### src/rtl/dtshs_pkg.sv
// Shared types, constants and lookup tables for the DTS header sync and decode block.
`default_nettype none

package dtshs_pkg;

  localparam int unsigned ByteW  = 8;
  localparam int unsigned HdrW   = 32;
  localparam int unsigned ChanW  = 4;
  localparam int unsigned SrateW = 16;
  localparam int unsigned BrateW = 22;
  localparam int unsigned OutW   = 48;

  localparam logic [23:0] SyncPrefix = 24'h7ffe80;
  localparam logic [7:0]  SyncLast   = 8'h01;

  localparam logic [3:0] OffSyncEnd  = 4'd3;
  localparam logic [3:0] OffHdrFirst = 4'd7;
  localparam logic [3:0] OffHdrLast  = 4'd10;

  localparam logic [2:0] ExtIdXch = 3'd0;
  localparam logic [2:0] ExtIdX96 = 3'd3;
  localparam logic [1:0] LffOn1   = 2'd1;
  localparam logic [1:0] LffOn2   = 2'd2;

  // One parser event: found header or end-of-buffer miss.
  typedef struct packed {
    logic            found;
    logic [HdrW-1:0] hdr;
  } hdr_evt_t;

  function automatic logic [ChanW-1:0] chan_lut(input logic [3:0] amode);
    logic [ChanW-1:0] r;
    case (amode)
      4'd0:                      r = 4'd1;
      4'd1, 4'd2, 4'd3, 4'd4:    r = 4'd2;
      4'd5, 4'd6:                r = 4'd3;
      4'd7, 4'd8:                r = 4'd4;
      4'd9:                      r = 4'd5;
      4'd10, 4'd11, 4'd12:       r = 4'd6;
      4'd13:                     r = 4'd7;
      default:                   r = 4'd8;
    endcase
    return r;
  endfunction

  function automatic logic [SrateW-1:0] srate_lut(input logic [3:0] sfreq);
    logic [SrateW-1:0] r;
    case (sfreq)
      4'd1:    r = 16'd8000;
      4'd2:    r = 16'd16000;
      4'd3:    r = 16'd32000;
      4'd6:    r = 16'd11025;
      4'd7:    r = 16'd22050;
      4'd8:    r = 16'd44100;
      4'd11:   r = 16'd12000;
      4'd12:   r = 16'd24000;
      4'd13:   r = 16'd48000;
      default: r = 16'd0;
    endcase
    return r;
  endfunction

  // Bit rate in bits per second; codes past the table give zero.
  function automatic logic [BrateW-1:0] brate_lut(input logic [4:0] rate);
    logic [BrateW-1:0] r;
    case (rate)
      5'd0:    r = 22'd32000;
      5'd1:    r = 22'd56000;
      5'd2:    r = 22'd64000;
      5'd3:    r = 22'd96000;
      5'd4:    r = 22'd112000;
      5'd5:    r = 22'd128000;
      5'd6:    r = 22'd192000;
      5'd7:    r = 22'd224000;
      5'd8:    r = 22'd256000;
      5'd9:    r = 22'd320000;
      5'd10:   r = 22'd384000;
      5'd11:   r = 22'd448000;
      5'd12:   r = 22'd512000;
      5'd13:   r = 22'd576000;
      5'd14:   r = 22'd640000;
      5'd15:   r = 22'd768000;
      5'd16:   r = 22'd960000;
      5'd17:   r = 22'd1024000;
      5'd18:   r = 22'd1152000;
      5'd19:   r = 22'd1280000;
      5'd20:   r = 22'd1344000;
      5'd21:   r = 22'd1408000;
      5'd22:   r = 22'd1411000;
      5'd23:   r = 22'd1472000;
      5'd24:   r = 22'd1536000;
      5'd25:   r = 22'd1920000;
      5'd26:   r = 22'd2048000;
      5'd27:   r = 22'd3072000;
      5'd28:   r = 22'd3804000;
      default: r = 22'd0;
    endcase
    return r;
  endfunction

endpackage

`default_nettype wire

### src/rtl/dtshs_parser.sv
// Sync word search and header byte capture, one byte per accepted transaction.
`default_nettype none

module dtshs_parser (
  input  wire logic                  clk_i,
  input  wire logic                  rst_ni,
  input  wire logic                  accept_i,
  input  wire logic [7:0]            byte_i,
  input  wire logic                  last_i,
  output logic                       evt_valid_o,
  output dtshs_pkg::hdr_evt_t        evt_o
);
  import dtshs_pkg::*;

  localparam logic [1:0] PhSearch  = 2'd0;
  localparam logic [1:0] PhCollect = 2'd1;
  localparam logic [1:0] PhDone    = 2'd2;
  localparam logic [1:0] PhSpare   = 2'd3;

  logic [23:0]     recent_q, recent_d;
  logic [1:0]      phase_q, phase_d;
  logic [3:0]      off_q, off_d;
  logic [HdrW-1:0] hdr_q, hdr_d;
  logic            hit;

  always_comb begin
    recent_d    = recent_q;
    phase_d     = phase_q;
    off_d       = off_q;
    hdr_d       = hdr_q;
    hit         = 1'b0;
    evt_valid_o = 1'b0;
    evt_o.found = 1'b0;
    evt_o.hdr   = '0;
    case (phase_q)
      PhSearch: begin
        if (recent_q == SyncPrefix && byte_i == SyncLast) begin
          phase_d = PhCollect;
          off_d   = OffSyncEnd;
          hdr_d   = '0;
        end
        recent_d = {recent_q[15:0], byte_i};
      end
      PhCollect: begin
        off_d = off_q + 4'd1;
        if (off_d >= OffHdrFirst && off_d <= OffHdrLast) begin
          hdr_d = {hdr_q[HdrW-9:0], byte_i};
        end
        if (off_d >= OffHdrLast) begin
          hit     = 1'b1;
          phase_d = PhDone;
        end
      end
      default: begin
        // done or spare code: drop bytes until the buffer ends
      end
    endcase

    if (hit) begin
      evt_valid_o = accept_i;
      evt_o.found = 1'b1;
      evt_o.hdr   = hdr_d;
    end else if (last_i && phase_d != PhDone && phase_d != PhSpare) begin
      evt_valid_o = accept_i;
    end

    if (last_i) begin
      recent_d = '0;
      phase_d  = PhSearch;
      off_d    = '0;
      hdr_d    = '0;
    end
  end

  always_ff @(posedge clk_i or negedge rst_ni) begin
    if (!rst_ni) begin
      recent_q <= '0;
      phase_q  <= PhSearch;
      off_q    <= '0;
      hdr_q    <= '0;
    end else if (accept_i) begin
      recent_q <= recent_d;
      phase_q  <= phase_d;
      off_q    <= off_d;
      hdr_q    <= hdr_d;
    end
  end

endmodule

`default_nettype wire

### src/rtl/dtshs_decode.sv
// Field extraction and table lookup from the captured header bytes 7 to 10.
`default_nettype none

module dtshs_decode (
  input  dtshs_pkg::hdr_evt_t            evt_i,
  output logic [dtshs_pkg::ChanW-1:0]    chan_o,
  output logic [dtshs_pkg::SrateW-1:0]   srate_o,
  output logic [dtshs_pkg::BrateW-1:0]   brate_o
);
  import dtshs_pkg::*;

  logic [7:0]       b7, b8, b9, b10;
  logic [5:0]       amode;
  logic [3:0]       sfreq;
  logic [4:0]       rate;
  logic [2:0]       ext_id;
  logic             ext_on;
  logic [1:0]       lff;
  logic [ChanW-1:0] ch_base;
  logic             ext_inc, lfe_inc;

  always_comb begin
    b7     = evt_i.hdr[31:24];
    b8     = evt_i.hdr[23:16];
    b9     = evt_i.hdr[15:8];
    b10    = evt_i.hdr[7:0];
    amode  = {b7[3:0], b8[7:6]};
    sfreq  = b8[5:2];
    rate   = {b8[1:0], b9[7:5]};
    ext_id = b10[7:5];
    ext_on = b10[4];
    lff    = b10[2:1];

    ch_base = (amode[5:4] == 2'b00) ? chan_lut(amode[3:0]) : '0;
    ext_inc = ext_on && (ext_id == ExtIdXch || ext_id == ExtIdX96);
    lfe_inc = (lff == LffOn1) || (lff == LffOn2);

    if (evt_i.found) begin
      chan_o  = ch_base + ChanW'(ext_inc) + ChanW'(lfe_inc);
      srate_o = srate_lut(sfreq);
      brate_o = brate_lut(rate);
    end else begin
      chan_o  = '0;
      srate_o = '0;
      brate_o = '0;
    end
  end

endmodule

`default_nettype wire

### src/rtl/dts_header_sync_and_decode.sv
// DTS core frame header sync search and decode, top level with stream ports.
//
// Usage: feed a buffer one byte per transaction on the slave channel, with
// tlast on its final byte. The block hunts for the sync word 7F FE 80 01,
// captures header bytes 7 to 10 counted from the first sync byte and gives
// exactly one transaction per buffer on the master channel: tuser[0] high
// with channel count, sample rate and bit rate as soon as byte 10 arrives,
// or tuser[0] low with zero data on the tlast byte when no full header came.
// Bytes after a found header are dropped until tlast; no sync spans buffers.
// A result passes from the byte that completes it through the parser event
// register, then the result register, before it leaves the master port.
// Throughput: one byte per cycle; the only limit is the two-entry pipeline
// of event register and result register, which keeps taking bytes while a
// result waits, as long as the event slot is free.
// Reset clears the search history, the parse phase and both valid flags.
// When the receiver stalls, the result holds, then the event register
// fills and tready drops until the result is taken.
`default_nettype none

module dts_header_sync_and_decode (
  input  wire logic        clk_i,
  input  wire logic        rst_ni,
  // slave channel
  input  wire logic        s_axis_tvalid,
  output logic             s_axis_tready,
  input  wire logic [7:0]  s_axis_tdata,   // [7:0] data_byte
  input  wire logic        s_axis_tlast,   // end_of_buffer
  // master channel
  output logic             m_axis_tvalid,
  input  wire logic        m_axis_tready,
  output logic [47:0]      m_axis_tdata,   // [3:0] channel_count, [19:4] sample_rate_hz,
                                           // [41:20] bit_rate_bps, [47:42] zero
  output logic [0:0]       m_axis_tuser    // [0] header_found
);
  import dtshs_pkg::*;

  logic             in_acc;
  logic             evt_valid;
  hdr_evt_t         evt;

  // event register between parser and decoder
  logic             s1_valid_q, s1_valid_d;
  hdr_evt_t         s1_q;
  logic             s1_load;

  // result register
  logic             out_valid_q, out_valid_d;
  logic             out_free;
  logic             out_load;
  logic [ChanW-1:0] chan;
  logic [SrateW-1:0] srate;
  logic [BrateW-1:0] brate;
  logic [ChanW-1:0] chan_q;
  logic [SrateW-1:0] srate_q;
  logic [BrateW-1:0] brate_q;
  logic             found_q;

  // advance the event stage only when the result slot can take it
  assign out_free      = !out_valid_q || m_axis_tready;
  assign out_load      = s1_valid_q && out_free;
  assign s_axis_tready = !s1_valid_q || out_free;
  assign in_acc        = s_axis_tvalid && s_axis_tready;
  assign s1_load       = evt_valid;

  dtshs_parser u_parser (
    .clk_i       (clk_i),
    .rst_ni      (rst_ni),
    .accept_i    (in_acc),
    .byte_i      (s_axis_tdata),
    .last_i      (s_axis_tlast),
    .evt_valid_o (evt_valid),
    .evt_o       (evt)
  );

  dtshs_decode u_decode (
    .evt_i   (s1_q),
    .chan_o  (chan),
    .srate_o (srate),
    .brate_o (brate)
  );

  always_comb begin
    s1_valid_d = s1_valid_q;
    if (out_load) begin
      s1_valid_d = 1'b0;
    end
    if (s1_load) begin
      s1_valid_d = 1'b1;
    end
    out_valid_d = out_valid_q;
    if (m_axis_tready) begin
      out_valid_d = 1'b0;
    end
    if (out_load) begin
      out_valid_d = 1'b1;
    end
  end

  always_ff @(posedge clk_i or negedge rst_ni) begin
    if (!rst_ni) begin
      s1_valid_q  <= 1'b0;
      out_valid_q <= 1'b0;
    end else begin
      s1_valid_q  <= s1_valid_d;
      out_valid_q <= out_valid_d;
    end
  end

  // payload registers: hold the event until the result slot frees up
  always_ff @(posedge clk_i) begin
    if (s1_load) begin
      s1_q <= evt;
    end
    if (out_load) begin
      found_q <= s1_q.found;
      chan_q  <= chan;
      srate_q <= srate;
      brate_q <= brate;
    end
  end

  assign m_axis_tvalid = out_valid_q;
  assign m_axis_tuser  = found_q;
  assign m_axis_tdata  = {(OutW - ChanW - SrateW - BrateW)'(0), brate_q, srate_q, chan_q};

  // a miss carries all-zero data
  assert property (@(posedge clk_i) disable iff (!rst_ni)
    (m_axis_tvalid && !m_axis_tuser[0]) |-> (m_axis_tdata == '0))
    else $error("not-found result with nonzero data");

  // a found header never reports more than 10 channels
  assert property (@(posedge clk_i) disable iff (!rst_ni)
    (m_axis_tvalid && m_axis_tuser[0]) |-> (m_axis_tdata[3:0] <= 4'd10))
    else $error("channel count out of range");

  // a waiting event is not overwritten while the result slot is blocked
  assert property (@(posedge clk_i) disable iff (!rst_ni)
    (s1_valid_q && !out_free) |=> (s1_valid_q && $stable(s1_q)))
    else $error("event register lost while stalled");

  // the parser only raises an event for an accepted byte
  assert property (@(posedge clk_i) disable iff (!rst_ni)
    evt_valid |-> in_acc)
    else $error("event without accepted byte");

endmodule

`default_nettype wire
### config.mk
export PLATFORM = sky130hd
export DESIGN_NAME = dts_header_sync_and_decode
export DESIGN_NICKNAME = d
export VERILOG_FILES = /design/src/rtl/dtshs_pkg.sv /design/src/rtl/dtshs_parser.sv /design/src/rtl/dtshs_decode.sv /design/src/rtl/dts_header_sync_and_decode.sv
export SDC_FILE = /design/constraint.sdc
export NUM_CORES = 1
export LEC_CHECK = 0
export BUFFER_PORTS_ARGS = -buffer_cell sky130_fd_sc_hd__clkbuf_2
export CAP_MARGIN = 40
export CELL_PAD_IN_SITES_DETAIL_PLACEMENT = 2
export CELL_PAD_IN_SITES_GLOBAL_PLACEMENT = 2
export CORE_UTILIZATION = 30
export DETAILED_ROUTE_END_ITERATION = 10
export GPL_ROUTABILITY_DRIVEN = 1
export PLACE_DENSITY = 0.73
export SETUP_SLACK_MARGIN = 0.5
export SLEW_MARGIN = 20
export SYNTH_ARGS = -nofsm -noshare
export SYNTH_HDL_FRONTEND = slang
export SYNTH_SLANG_ARGS = --single-unit
### constraint.sdc
create_clock -name clk_i -period 3.1 [get_ports clk_i]
set_clock_uncertainty 0.1 [all_clocks]
set_input_delay 0.155 -clock clk_i [delete_from_list [all_inputs] [get_ports clk_i]]
set_output_delay 0.155 -clock clk_i [all_outputs]
set_load 0.005 [all_outputs]
# --- Word-level counts from Yosys, hierarchy flattened ---
# Memory sizes are Yosys's and may differ from the RTL's. A register that Yosys moved wholly into a read port is not among the register bits.
# Index checks and enable logic that the tools add are counted.
# W data, S select, Z words.
word_totals:
  register_bits: 136
  out_inout_bits: 51
  mem_count: 3
  mem_bits_ro: 912
  elab_cells: 79
  inputBits: 13
op_classes:
  n_addsub: 3
  reduce_logical: 24
  eq_ne: 9
  muxes: 25
  magnitude_cmp: 3
mem_list:
  columns: ["memory", "words", "word_bits", "rd", "rd_clocked_by_memory_dff", "write_ports", "line", "rtl"]
  rows:
  - ["(name not given)", 32, 19, 1, 1, 0, "dtshs_pkg.sv:66", "case (rate)"]
  - ["(name not given)", 16, 15, 1, 1, 0, "dtshs_pkg.sv:48", "case (sfreq)"]
  - ["(name not given)", 16, 4, 1, 1, 0, "dtshs_pkg.sv:33", "case (amode)"]
op_table:
  columns: ["cell", "n"]
  rows:
  - ["$mux W32", 3]
  - ["$pmux W32 S2", 1]
  - ["$mux W24", 2]
  - ["$mux W33", 1]
  - ["$eq A24 B23 Y1 const B", 1]
  - ["$mux W4", 5]
  - ["$add A4 B1 Y4", 2]
  - ["$eq A8 B1 Y1 const B", 1]
  - ["$mux W1", 8]
  - ["$pmux W4 S2", 1]
  - ["$logic_and A1 B1 Y1", 7]
  - ["$mux W2", 3]
  - ["$reduce_bool A2 Y1", 3]
  - ["$add A4 B1 Y4 const B", 1]
  - ["$eq A2 B1 Y1 const B", 2]
  - ["$ge A4 B3 Y1 const B", 1]
  - ["$ge A4 B4 Y1 const B", 1]
  - ["$le A4 B4 Y1 const B", 1]
  - ["$logic_not A1 Y1", 4]
  - ["$logic_not A2 Y1", 2]
  - ["$logic_or A1 B1 Y1", 4]
  - ["$ne A2 B2 Y1 const B", 2]
  - ["$pmux W2 S2", 1]
  - ["$eq A3 B2 Y1 const B", 1]
  - ["6 further kinds", 6]

# --- Depth between registers and ports, before layout ---
# Gate-level depths: netlist (run 1).
logic_depth:
  depth_word: 10
  ltp_mapped: 11

# --- Hierarchy ---
# Synthesis (run 1) repeated with hierarchy kept, for this count alone.
unflattened:
  hier_cells: 666
  area_unflattened_um2: 7329.5
by_module_without_submodules:
  columns: ["mod", "area_each_um2", "seq_area_each_um2", "n_inst", "cells_per_inst"]
  rows:
  - ["dtshs_parser", 3414.5, 1551.5, 1, 353]
  - ["dts_header_sync_and_decode", 2434.8, 2332.2, 1, 91]
  - ["dtshs_decode", 1480.2, 0.0, 1, 222]

# --- Least setup slack after synthesis (run 1) ---
# Ideal clock, no wire load.
synth_path:
  kind: "register to register"
  startpoint: "register u_parser.off_q[0]"
  endpoint: "register (tool-made name)"
  n_path_buf: 0
  arrival_ns: 3.012
  period_less_slack_ns: 3.233
  slack_ns: -0.133
  stages_incl_launch_ff: 10
  setup_ns: 0.121
  path_cell_list: "dfrtp_1 > ha_1 > or4b_4 > a31o_1 > a211o_4 > o31ai_1 > inv_1 > ha_1 > mux2_1 > mux2_2"
synth_rtl:
  columns: ["element", "line", "rtl"]
  rows:
  - ["start, declared", "dtshs_parser.sv:22", "logic [3:0] off_q, off_d;"]
  - ["start signal, assigned", "dtshs_parser.sv:79", "off_q <= '0;"]
  - ["start signal, assigned", "dtshs_parser.sv:84", "off_q <= off_d;"]

==> out/qor.csv, run 1 <==
stage;metric;value;unit
critical_path;Worst path top cell family by delay;compound AO/OA/AOI/OAI gates;
finish;number of diodes;0;
routing;DRT antenna net count;0;
critical_path;crit-path max FO;5;
sta;Worst Max-Slew Pin Slew;0.815;ns
routing;via density per instance;5.16;
status;status;complete, but fails checks;
synth;synth warn;0;
synth;cells after synthesis;549;
clock_network;Worst-path clk slew;0.06;ns
flow_run;max_cap viols;0;
die;die area;0.0215;mm2
clock_network;CTS H-tree lvls;4;
clock_network;CTS Sinks;123;
sta;Final Setup Violations;1;
critical_path;Worst setup SP type;flip-flop;
place;HPWL after detailed placement;11.0;mm
critical_path;WS Path Type;flip-flop to flip-flop;
finish;design area;0.00827;mm2
routing;total routed wirelength;18.8;mm
global_routing;largest net degree at the start of global routing;61;
finish;fillcell total;2086;
die;core area;0.0204;mm2
sta;final setup margin;-0.0619;ns
critical_path;cell count along the critical path;10;
global_routing;Congestion Overflow GR;0;
global_routing;initial antenna violation count;0;
synth;synth cell count leaders;60 x dfrtp_1, 59 x edfxtp_1, 54 x a22o_1;
synth;synth top area cells;edfxtp_1 28%, dfrtp_1 24%, a22o_1 7.5%, ha_1 4.8%, mux2i_1 3.5%;
place;gpl congestion;0.825;
clock_network;Skew-Pair Late Insertion Delay;0.42;ns
routing;Avg WL per Cell;20.2;um
sta;Hold Vio Cnt, Final;0;
power;Power Density;607;mW/mm2
synth;Post-synth EDFFs;59;
synth;sequential fraction of the synthesis area;0.534;
sta;unrepaired setup endpoints after global routing;yes;
clock_network;CTS tree;yes;
synth;share of the synthesized area in the top cell type;0.282;
routing;Initial DRT Pass Iterations;4;
sta;Slew Limit Fails;0;
die;die width;147;um
synth;FFs w/ async S/R, synth;0.488;
power;Worst VDD drop;0.391;mV
global_routing;global-route wire length before repair;28.5;mm
critical_path;Most common cell on crit path;mux2_4;
synth;Yosys reg bits;123;
synth;post-synth cell types;69;
global_routing;aggregate global-route resource usage;0.171;
finish;area grow syn2layout;31.9;%
synth;post-synth top area cell;edfxtp_1;
die;Starting Density;0.308;
sta;Worst Hold Margin;0.0496;ns
critical_path;max incr delay on CP;0.45;ns
sta;period utilization;1.02;
die;Die Ht;147;um
critical_path;Worst Path Arrival;3.37;ns
die;IO Count;64;
synth;most common cell in the netlist;dfrtp_1;
critical_path;Worst Setup End Kind;flip-flop;
power;Pleak;3.43;nW
finish;layout cell share with drive strength beyond 1;0.272;
place;pre-CTS worst setup slack;-0.180;ns
critical_path;CP Cell Sequence;buf_4, a21boi_0, o2111ai_2, a31o_1, a211o_4, o31a_1, inv_2, ha_4, mux2_4, mux2_4;
critical_path;Buf/Inv on CP;2;
finish;final core occ;0.406;
critical_path;highest-delay cell along the critical path;dfrtp_2;
die;Rows;52;
power;Design Power;5.02;mW
synth;mapped cell area;0.00627;mm2
routing;DRT iter0 DRCs;153;
synth;Mean Syn Cell Area;11.4;um2
place;Post-DP Area;0.00691;mm2
routing;via count;4808;
synth;top_reg_cell synth;dfrtp_1;
critical_path;CP required;3.31;ns
clock_network;Num CTS Buffers;17;
sta;slew margin rel.;0.457;
sta;minimum clock period;3.16;ns
routing;drt drc;0;
status;failing checks;setup timing;
clock_network;CTS Root Buffer Type;clkbuf_16;
global_routing;vias in the first global route;5235;
hold_path;class of the worst hold path;primary input to asynchronous set/reset pin;
critical_path;r2r worst-path depth;10;
finish;Final nets;686;
place;IO Port Bufs;53;
clock_network;clk buf depth;2;
sta;fmax;316;MHz
## worst min-delay path: cells and delay by family
| kind | cells | cell delay, ns |
|---|---|---|
| buffers and inverters | 3 | 0.75 |
## per-layer routing
metal  vias to the layer above  routed length (um)  track usage
li1                       2217                   -            -
met1                      2483                7750        0.200
met2                        85               10100        0.304
met3                        23                 567       0.0372
met4                         0                 324       0.0646
met5                         -                   0            0
## cell type report
class,count,area (um2),share of cell area
clock buffers,18,429,0.0519
flip-flops and latches,123,3360,0.406
multi-input cells,364,2820,0.341
clock inverters,14,201,0.0243
repair buffers,119,1040,0.126
inverters,23,90.1,0.0109
well taps,270,338,0.0408
## report_power, final
part | total [mW] | internal, mW | switching (mW)
logic | 0.893 | 0.420 | 0.472
registers | 1.98 | 1.86 | 0.121
clock network | 2.15 | 1.41 | 0.735
total | 5.02 | 3.69 | 1.33
## through the flow
step | instances | setup TNS [ns]
after global routing | 931 | -0.227
after floorplan | 558 | 0
after detailed placement | 857 | -0.180
final | 931 | -0.0619
after CTS | 920 | -0.0123
after global placement | 854 | -0.0151
## cell usage in the layout, fill, tap and decap left out, types with 19 or more instances in the layout
master	instances
nand2_1	29
a22o_1	54
clkbuf_16	20
mux2i_1	19
clkbuf_2	53
edfxtp_1	59
buf_4	34
dfrtp_1	58
nor2_1	48
a21oi_1	21
## kinds of logic after synthesis
family	after synthesis	share of synthesized area
other cells	1	0.000598
xor+xnor	7	0.00977
fa+ha+maj	25	0.0510
flops	123	0.534
buf+inv	71	0.0510
simple gates	141	0.112
mux	28	0.0500
compound gates	153	0.191
## worst paths after layout
path | startpoint | end | slack (ns)
worst max-delay path | u_parser.off_q[0]$_DFFE_PN0P_ | flip-flop | -0.06
worst min-delay path | rst_ni | u_parser.recent_q[12]$_DFFE_PN0P_ | 0.05
worst max register to register | u_parser.off_q[0]$_DFFE_PN0P_ | flip-flop | -0.06
worst min register to register | s1_valid_q$_DFFE_PN0P_ | m_axis_tvalid$_DFFE_PN0P_ | 0.39
max in group asynchronous | rst_ni | u_parser.hdr_q[19]$_DFFE_PN0P_ | 2.36
min in group clk_i | s_axis_tlast | u_parser.phase_q[1]$_DFFE_PN0P_ | 0.08
## registers in the layout, summed over array words and instances, names as in the netlist, 2 cells and up, named ones only
signal and count:
brate_q 18, chan_q 4, u_parser.recent_q 24, s1_q 22, srate_q 14, u_parser.phase_q 2
u_parser.off_q 4, u_parser.hdr_q 28
## repair_timing
action | in CTS | in global routing
gates cloned | 3 | 3
endpoints found under the setup margin | 55 | 69
hold buffers | 10 | 0
gates resized for setup | 33 | 22
buffers inserted | 18 | 5
hold endpoints to repair | 76 | 0
pin swaps | 10 | 12
Note: power is estimated with default switching activity, not from simulation.
==> run 2, diff against run 1 <==
Settings changed: ABC_AREA set to 1, PLACE_DENSITY 0.73 to 0.77.
==> out/qor.csv, run 2 <==
stage;metric;value;unit
sta;Slew Limit Fails;0;
synth;post-synth top area cell;edfxtp_1;
finish;layout cell share with drive strength beyond 1;0.175;
flow_run;max_cap viols;0;
critical_path;max incr delay on CP;0.42;ns
synth;FFs w/ async S/R, synth;0.488;
global_routing;Congestion Overflow GR;0;
routing;drt drc;0;
finish;number of diodes;0;
global_routing;largest net degree at the start of global routing;61;
die;die width;149;um
synth;share of the synthesized area in the top cell type;0.275;
synth;synth top area cells;edfxtp_1 28%, dfrtp_1 23%, nand2_1 8.5%, inv_1 5.9%, o21ai_0 5.8%;
synth;synth cell count leaders;146 x nand2_1, 102 x inv_1, 75 x o21ai_0;
die;Rows;53;
clock_network;CTS tree;yes;
clock_network;CTS H-tree lvls;4;
sta;slew margin rel.;0.466;
sta;Worst Max-Slew Pin Slew;0.796;ns
sta;fmax;417;MHz
clock_network;Worst-path clk slew;0.06;ns
synth;most common cell in the netlist;nand2_1;
clock_network;CTS Sinks;123;
routing;total routed wirelength;18.4;mm
power;Pleak;3.55;nW
sta;aggregate negative setup slack;0;ns
clock_network;Skew-Pair Late Insertion Delay;0.42;ns
global_routing;aggregate global-route resource usage;0.178;
sta;Final Setup Violations;0;
critical_path;Worst Setup End Kind;flip-flop;
place;pre-CTS worst setup slack;0.448;ns
finish;Top reg by flops;u_parser.hdr_q;
finish;most common cell after layout, fill and taps aside;nand2_1;
sta;minimum clock period;2.40;ns
synth;synth warn;0;
routing;DRT antenna net count;0;
clock_network;Num CTS Buffers;17;
sta;period utilization;0.774;
routing;Avg WL per Cell;16.7;um
synth;sequential fraction of the synthesis area;0.520;
finish;area grow syn2layout;22.0;%
clock_network;CTS Root Buffer Type;clkbuf_16;
die;Die Ht;149;um
critical_path;WS Path Type;flip-flop to flip-flop;
sta;Hold Vio Cnt, Final;0;
critical_path;highest-delay cell along the critical path;dfrtp_1;
synth;mapped cell area;0.00644;mm2
critical_path;CP required;3.32;ns
die;IO Count;64;
critical_path;crit-path max FO;17;
synth;cells after synthesis;741;
finish;Top Registers;u_parser.hdr_q: 28 flops, u_parser.recent_q: 24 flops, s1_q: 22 flops;
routing;via density per instance;4.88;
routing;DRT iter0 DRCs;172;
critical_path;Most common cell on crit path;nand2_1;
finish;commonest cells after routing, fill and taps aside;142 x nand2_1, 101 x inv_1, 75 x o21ai_0;
global_routing;initial antenna violation count;0;
critical_path;CP Cell Sequence;buf_4, ha_4, nand3_2, nand3_4, nand2_8, nand2_1, o21ai_1, nor2_2, nand2_1, o21ai_4, inv_2, ha_1, inv_1, nand3_1, nand3_1, nand2_1;
routing;Initial DRT Pass Iterations;6;
global_routing;global-route wire length before repair;30.6;mm
die;die area;0.0221;mm2
finish;max reg flops;28;
synth;Mean Syn Cell Area;8.69;um2
die;core area;0.0210;mm2
synth;post-synth cell types;42;
critical_path;Worst setup SP type;flip-flop;
clock_network;clk buf depth;2;
routing;via count;5388;
finish;Final nets;855;
synth;Post-synth EDFFs;59;
hold_path;class of the worst hold path;primary input to flip-flop;
status;status;finished, final reports clean;
global_routing;vias in the first global route;5970;
die;Starting Density;0.306;
power;Worst VDD drop;0.351;mV
sta;final setup margin;0.700;ns
sta;unrepaired setup endpoints after global routing;no;
synth;top_reg_cell synth;dfrtp_1;
critical_path;Worst Path Arrival;2.62;ns
place;gpl congestion;0.815;
place;HPWL after detailed placement;13.0;mm
power;Power Density;559;mW/mm2
synth;Yosys reg bits;123;
place;IO Port Bufs;53;
==> run 2: cell count changes after synthesis, moves of 24 or more <==
| cell | delta |
|---|---|
| a22o_1 | -54 |
| inv_1 | +82 |
| nand2_1 | +117 |
| nand3_1 | +35 |
| nor2_1 | +24 |
| o21ai_0 | +59 |
==> run 2: final cells by class <==
| cell class | instances | area [um2] |
|---|---|---|
| fillers | 2366 | 13200 |
| flip-flops and latches | 123 | 3350 |
| multi-input cells | 482 | 2590 |
| repair buffers | 83 | 536 |
| clock buffers | 22 | 507 |
| inverters | 110 | 425 |
| well taps | 275 | 344 |
| clock inverters | 10 | 101 |
==> run 2: final timing paths <==
path / slack, ns / to / startpoint / cells past startpoint
setup / recovery: 0.70 / flip-flop / u_parser.off_q[1]$_DFFE_PN0P_ / 16
setup reg to reg: 0.70 / flip-flop / u_parser.off_q[1]$_DFFE_PN0P_ / 16
hold reg to reg: 0.41 / u_parser.hdr_q[24]$_DFFE_PN0P_ / u_parser.hdr_q[24]$_DFFE_PN0P_ / 2
hold / removal: 0.1 / u_parser.hdr_q[7]$_DFFE_PN0P_ / s_axis_tvalid / 4
max in group asynchronous: 2.26 / u_parser.hdr_q[25]$_DFFE_PN0P_ / rst_ni / 4
min in group asynchronous: 0.11 / u_parser.hdr_q[22]$_DFFE_PN0P_ / rst_ni / 3
==> run 2: metrics by stage <==
step	instances	hold slack, ns	utilization	area (um2)	power, mW
after CTS	1095	0.103	0.365	7680	4.42
after floorplan	750	-0.241	-	6480	2.16
after global routing	1105	0.133	0.374	7860	4.57
after global placement	1053	0.294	0.331	6970	2.30
after detailed placement	1053	0.301	0.331	6970	2.33
final	1105	0.0996	0.374	7860	4.39
==> run 2: repair_timing <==
item / CTS / global route
hold endpoints to repair: 69 / 0
setup endpoints to repair: 2 / 9
gates resized for setup: 2 / 16
pin swaps: 0 / 4
setup buffers: 0 / 9
hold buffers: 10 / 0
==> run 2: worst max-delay path, delay by kind of cell, from the launching register on <==
kind / cells / cell delay [ns]
AO/OA/AOI/OAI: 2 / 0.17
adder cells (fa/ha/maj): 2 / 0.45
buffers and inverters: 3 / 0.30
flip-flops: 1 / 0.42
AND/OR/NAND/NOR: 9 / 0.84
==> run 2: layer usage <==
| layer | share of wire | GRT usage | up-vias | wire length (um) |
|---|---|---|---|---|
| met4 | 0.019 | 0.0660 | 0 | 346 |
| met5 | 0 | 0 | - | 0 |
| li1 | - | - | 2585 | - |
| met3 | 0.023 | 0.0282 | 26 | 415 |
| met1 | 0.44 | 0.206 | 2690 | 8030 |
| met2 | 0.52 | 0.326 | 87 | 9640 |
==> run 2: logic make-up after synthesis <==
| logic type | Yosys count | synth area share |
|---|---|---|
| DFF | 123 | 0.520 |
| AOI/OAI and AO/OA | 148 | 0.129 |
| adders and majority gates | 25 | 0.0497 |
| and+or+nand+nor | 297 | 0.202 |
| buffers and inverters | 145 | 0.0961 |
| other | 1 | 0.000582 |
| xor gates and xnor gates | 2 | 0.00272 |
==> run 2: power by group <==
part           internal, mW  switching, mW  total [mW]
clock                  1.25          0.788        2.04
combinational         0.171          0.329       0.500
sequential             1.80         0.0457        1.85
total                  3.23           1.16        4.39
==> run 3, diff against run 2 <==
Settings changed: ABC_AREA 1 to 0, PLACE_DENSITY 0.77 to 0.73.
Clock period 3.1 ns to 2.2 ns, I/O delays scaled along.
==> out/qor.csv, run 3 (same netlist as run 1, synthesis figures left out) <==
stage;metric;value;unit
critical_path;r2r worst-path depth;18;
die;die area;0.0215;mm2
finish;most common cell after layout, fill and taps aside;buf_4;
critical_path;CP required;2.29;ns
global_routing;Congestion Overflow GR;0;
die;Die Ht;147;um
routing;drt drc;0;
routing;via density per instance;5.25;
power;Worst VDD drop;0.467;mV
die;Rows;52;
finish;Top reg by flops;u_parser.hdr_q;
global_routing;largest net degree at the start of global routing;38;
sta;minimum clock period;3.21;ns
finish;area grow syn2layout;53.7;%
place;gpl congestion;0.800;
finish;commonest cells after routing, fill and taps aside;90 x buf_4, 59 x edfxtp_1, 58 x dfrtp_1;
critical_path;Worst Setup End Kind;flip-flop;
sta;Worst Hold Margin;0.0193;ns
sta;final setup margin;-1.01;ns
die;die width;147;um
critical_path;Worst Path Arrival;3.30;ns
place;HPWL after detailed placement;12.7;mm
clock_network;CTS Sinks;123;
clock_network;Num CTS Buffers;17;
place;Post-DP Area;0.00731;mm2
die;Starting Density;0.308;
finish;Final nets;782;
critical_path;Most common cell on crit path;buf_6;
routing;routed length on met3;779;um
finish;fillcell total;1983;
place;number of instances in the placed design;898;
sta;slew margin rel.;0.664;
finish;final cell count without fillers;1027;
power;Power Density;772;mW/mm2
global_routing;initial antenna violation count;0;
clock_network;CTS H-tree lvls;4;
critical_path;crit-path max FO;5;
routing;highest metal used;met4;
sta;Final Setup Violations;83;
finish;number of diodes;0;
routing;Avg WL per Cell;23.9;um
finish;design area;0.00965;mm2
clock_network;CTS tree;yes;
critical_path;worst r2r src;u_parser.off_q[0]$_DFFE_PN0P_;
routing;DRT iter0 DRCs;213;
critical_path;highest-delay cell along the critical path;or4b_4;
routing;WL met1;9.19;mm
die;IO Count;64;
die;core area;0.0204;mm2
sta;fmax;311;MHz
global_routing;global-route wire length before repair;36.7;mm
finish;max reg flops;28;
routing;total routed wirelength;24.5;mm
clock_network;Skew-Pair Late Insertion Delay;0.44;ns
global_routing;vias in the first global route;6135;
critical_path;Worst setup SP type;flip-flop;
sta;unrepaired setup endpoints after global routing;yes;
sta;Hold Vio Cnt, Final;0;
finish;Sequential cell area;0.00336;mm2
hold_path;class of the worst hold path;primary input to asynchronous set/reset pin;
routing;DRT antenna net count;0;
global_routing;aggregate global-route resource usage;0.230;
status;failing checks;setup timing;
sta;Slew Limit Fails;0;
finish;multi-input combinational cell area;0.00332;mm2
status;status;complete, but fails checks;
clock_network;CTS Root Buffer Type;clkbuf_16;
critical_path;reg2reg setup slack;-1.01;ns
finish;layout cell share with drive strength beyond 1;0.480;
critical_path;max incr delay on CP;0.50;ns
flow_run;max_cap viols;0;
critical_path;worst reg2reg path endpoint;s1_q[22]$_SDFFCE_PN0N_;
routing;Initial DRT Pass Iterations;4;
critical_path;WS Path Type;flip-flop to flip-flop;
clock_network;Worst-path clk slew;0.06;ns
power;Pleak;4.04;nW
routing;met2 wire len;13.6;mm
place;IO Port Bufs;53;
sta;Worst Max-Slew Pin Slew;0.503;ns
sta;period utilization;1.46;
clock_network;clk buf depth;2;
finish;Top Registers;u_parser.hdr_q: 28 flops, u_parser.recent_q: 24 flops, s1_q: 22 flops;
critical_path;CP Cell Sequence;ha_4, or4b_4, buf_6, buf_6, o211ai_1, buf_4, mux2i_4, buf_6, buf_6, buf_6, buf_6, buf_6, buf_6, buf_6, buf_6, buf_6, buf_6, nor2_2;
routing;via count;5388;
[run 3: cell count changes in the layout (fill, tap and decap cells not counted), sizes merged, moves of 12 or more]
cell,previous run,this run
o22ai,20,2
and2,0,12
o21ai,86,18
nor2,77,49
nand2,155,29
mux2i,0,22
a22o,0,54
nand3,49,9
buf,20,148
inv,112,22
[run 3: worst max-delay path by stage]
stage,to,from
final,s1_q[22]$_SDFFCE_PN0N_,u_parser.off_q[0]$_DFFE_PN0P_
after global routing,u_parser.hdr_q[25]$_DFFE_PN0P_,u_parser.off_q[0]$_DFFE_PN0P_
after CTS,flip-flop,u_parser.off_q[0]$_DFFE_PN0P_
after detailed placement,flip-flop,u_parser.off_q[1]$_DFFE_PN0P_
after global placement,flip-flop,u_parser.off_q[1]$_DFFE_PN0P_
after floorplan,flip-flop,u_parser.off_q[1]$_DFFE_PN0P_
[run 3: report_power, final]
group | internal (mW) | switching (mW) | leakage (nW) | total (mW)
sequential | 2.62 | 0.166 | 1.42 | 2.78
combinational | 0.880 | 0.896 | 2.32 | 1.78
clock | 1.79 | 1.09 | 0.301 | 2.88
[run 3: per-layer routing]
layer | track usage | vias to the layer above
li1 | - | 2413
met1 | 0.246 | 2789
met2 | 0.433 | 128
met3 | 0.0428 | 58
met4 | 0.110 | 0
met5 | 0 | -
[run 3: through the flow]
step / total power, mW / setup slack (ns) / TNS [ns] / util
2_1_floorplan: 3.42 / -0.845 / -14.65 / -
3_3_place_gp: 3.85 / -0.846 / -23.65 / 0.359
3_5_place_dp: 3.93 / -1.05 / -33.14 / 0.359
4_1_cts: 7.27 / -0.970 / -52.74 / 0.453
5_1_grt: 7.70 / -1.08 / -63.68 / 0.474
6_report: 7.44 / -1.01 / -58.31 / 0.474
[run 3: layout make-up]
type | count | share of cell area
Clock buffer | 24 | 0.0545
Sequential cell | 123 | 0.348
Multi-Input combinational cell | 364 | 0.344
Tap cell | 270 | 0.0350
Clock inverter | 8 | 0.00791
Timing Repair Buffer | 215 | 0.200
Inverter | 23 | 0.0102
[run 3: critical path: cells and delay by family (launching register included)]
| family | cells | cell delay [ns] |
|---|---|---|
| mux | 1 | 0.28 |
| compound gates | 1 | 0.10 |
| buf+inv | 13 | 1.27 |
| simple gates | 2 | 0.53 |
| flops | 1 | 0.46 |
| fa+ha+maj | 1 | 0.20 |
[run 3: repair_timing]
| action | CTS | global route |
|---|---|---|
| cloned | 10 | 1 |
| hold buffers | 13 | 0 |
| resized for setup | 128 | 75 |
| endpoints found under the setup margin | 129 | 168 |
| hold endpoints to repair | 65 | 0 |
| buffers inserted | 60 | 13 |
| pin swaps | 28 | 30 |
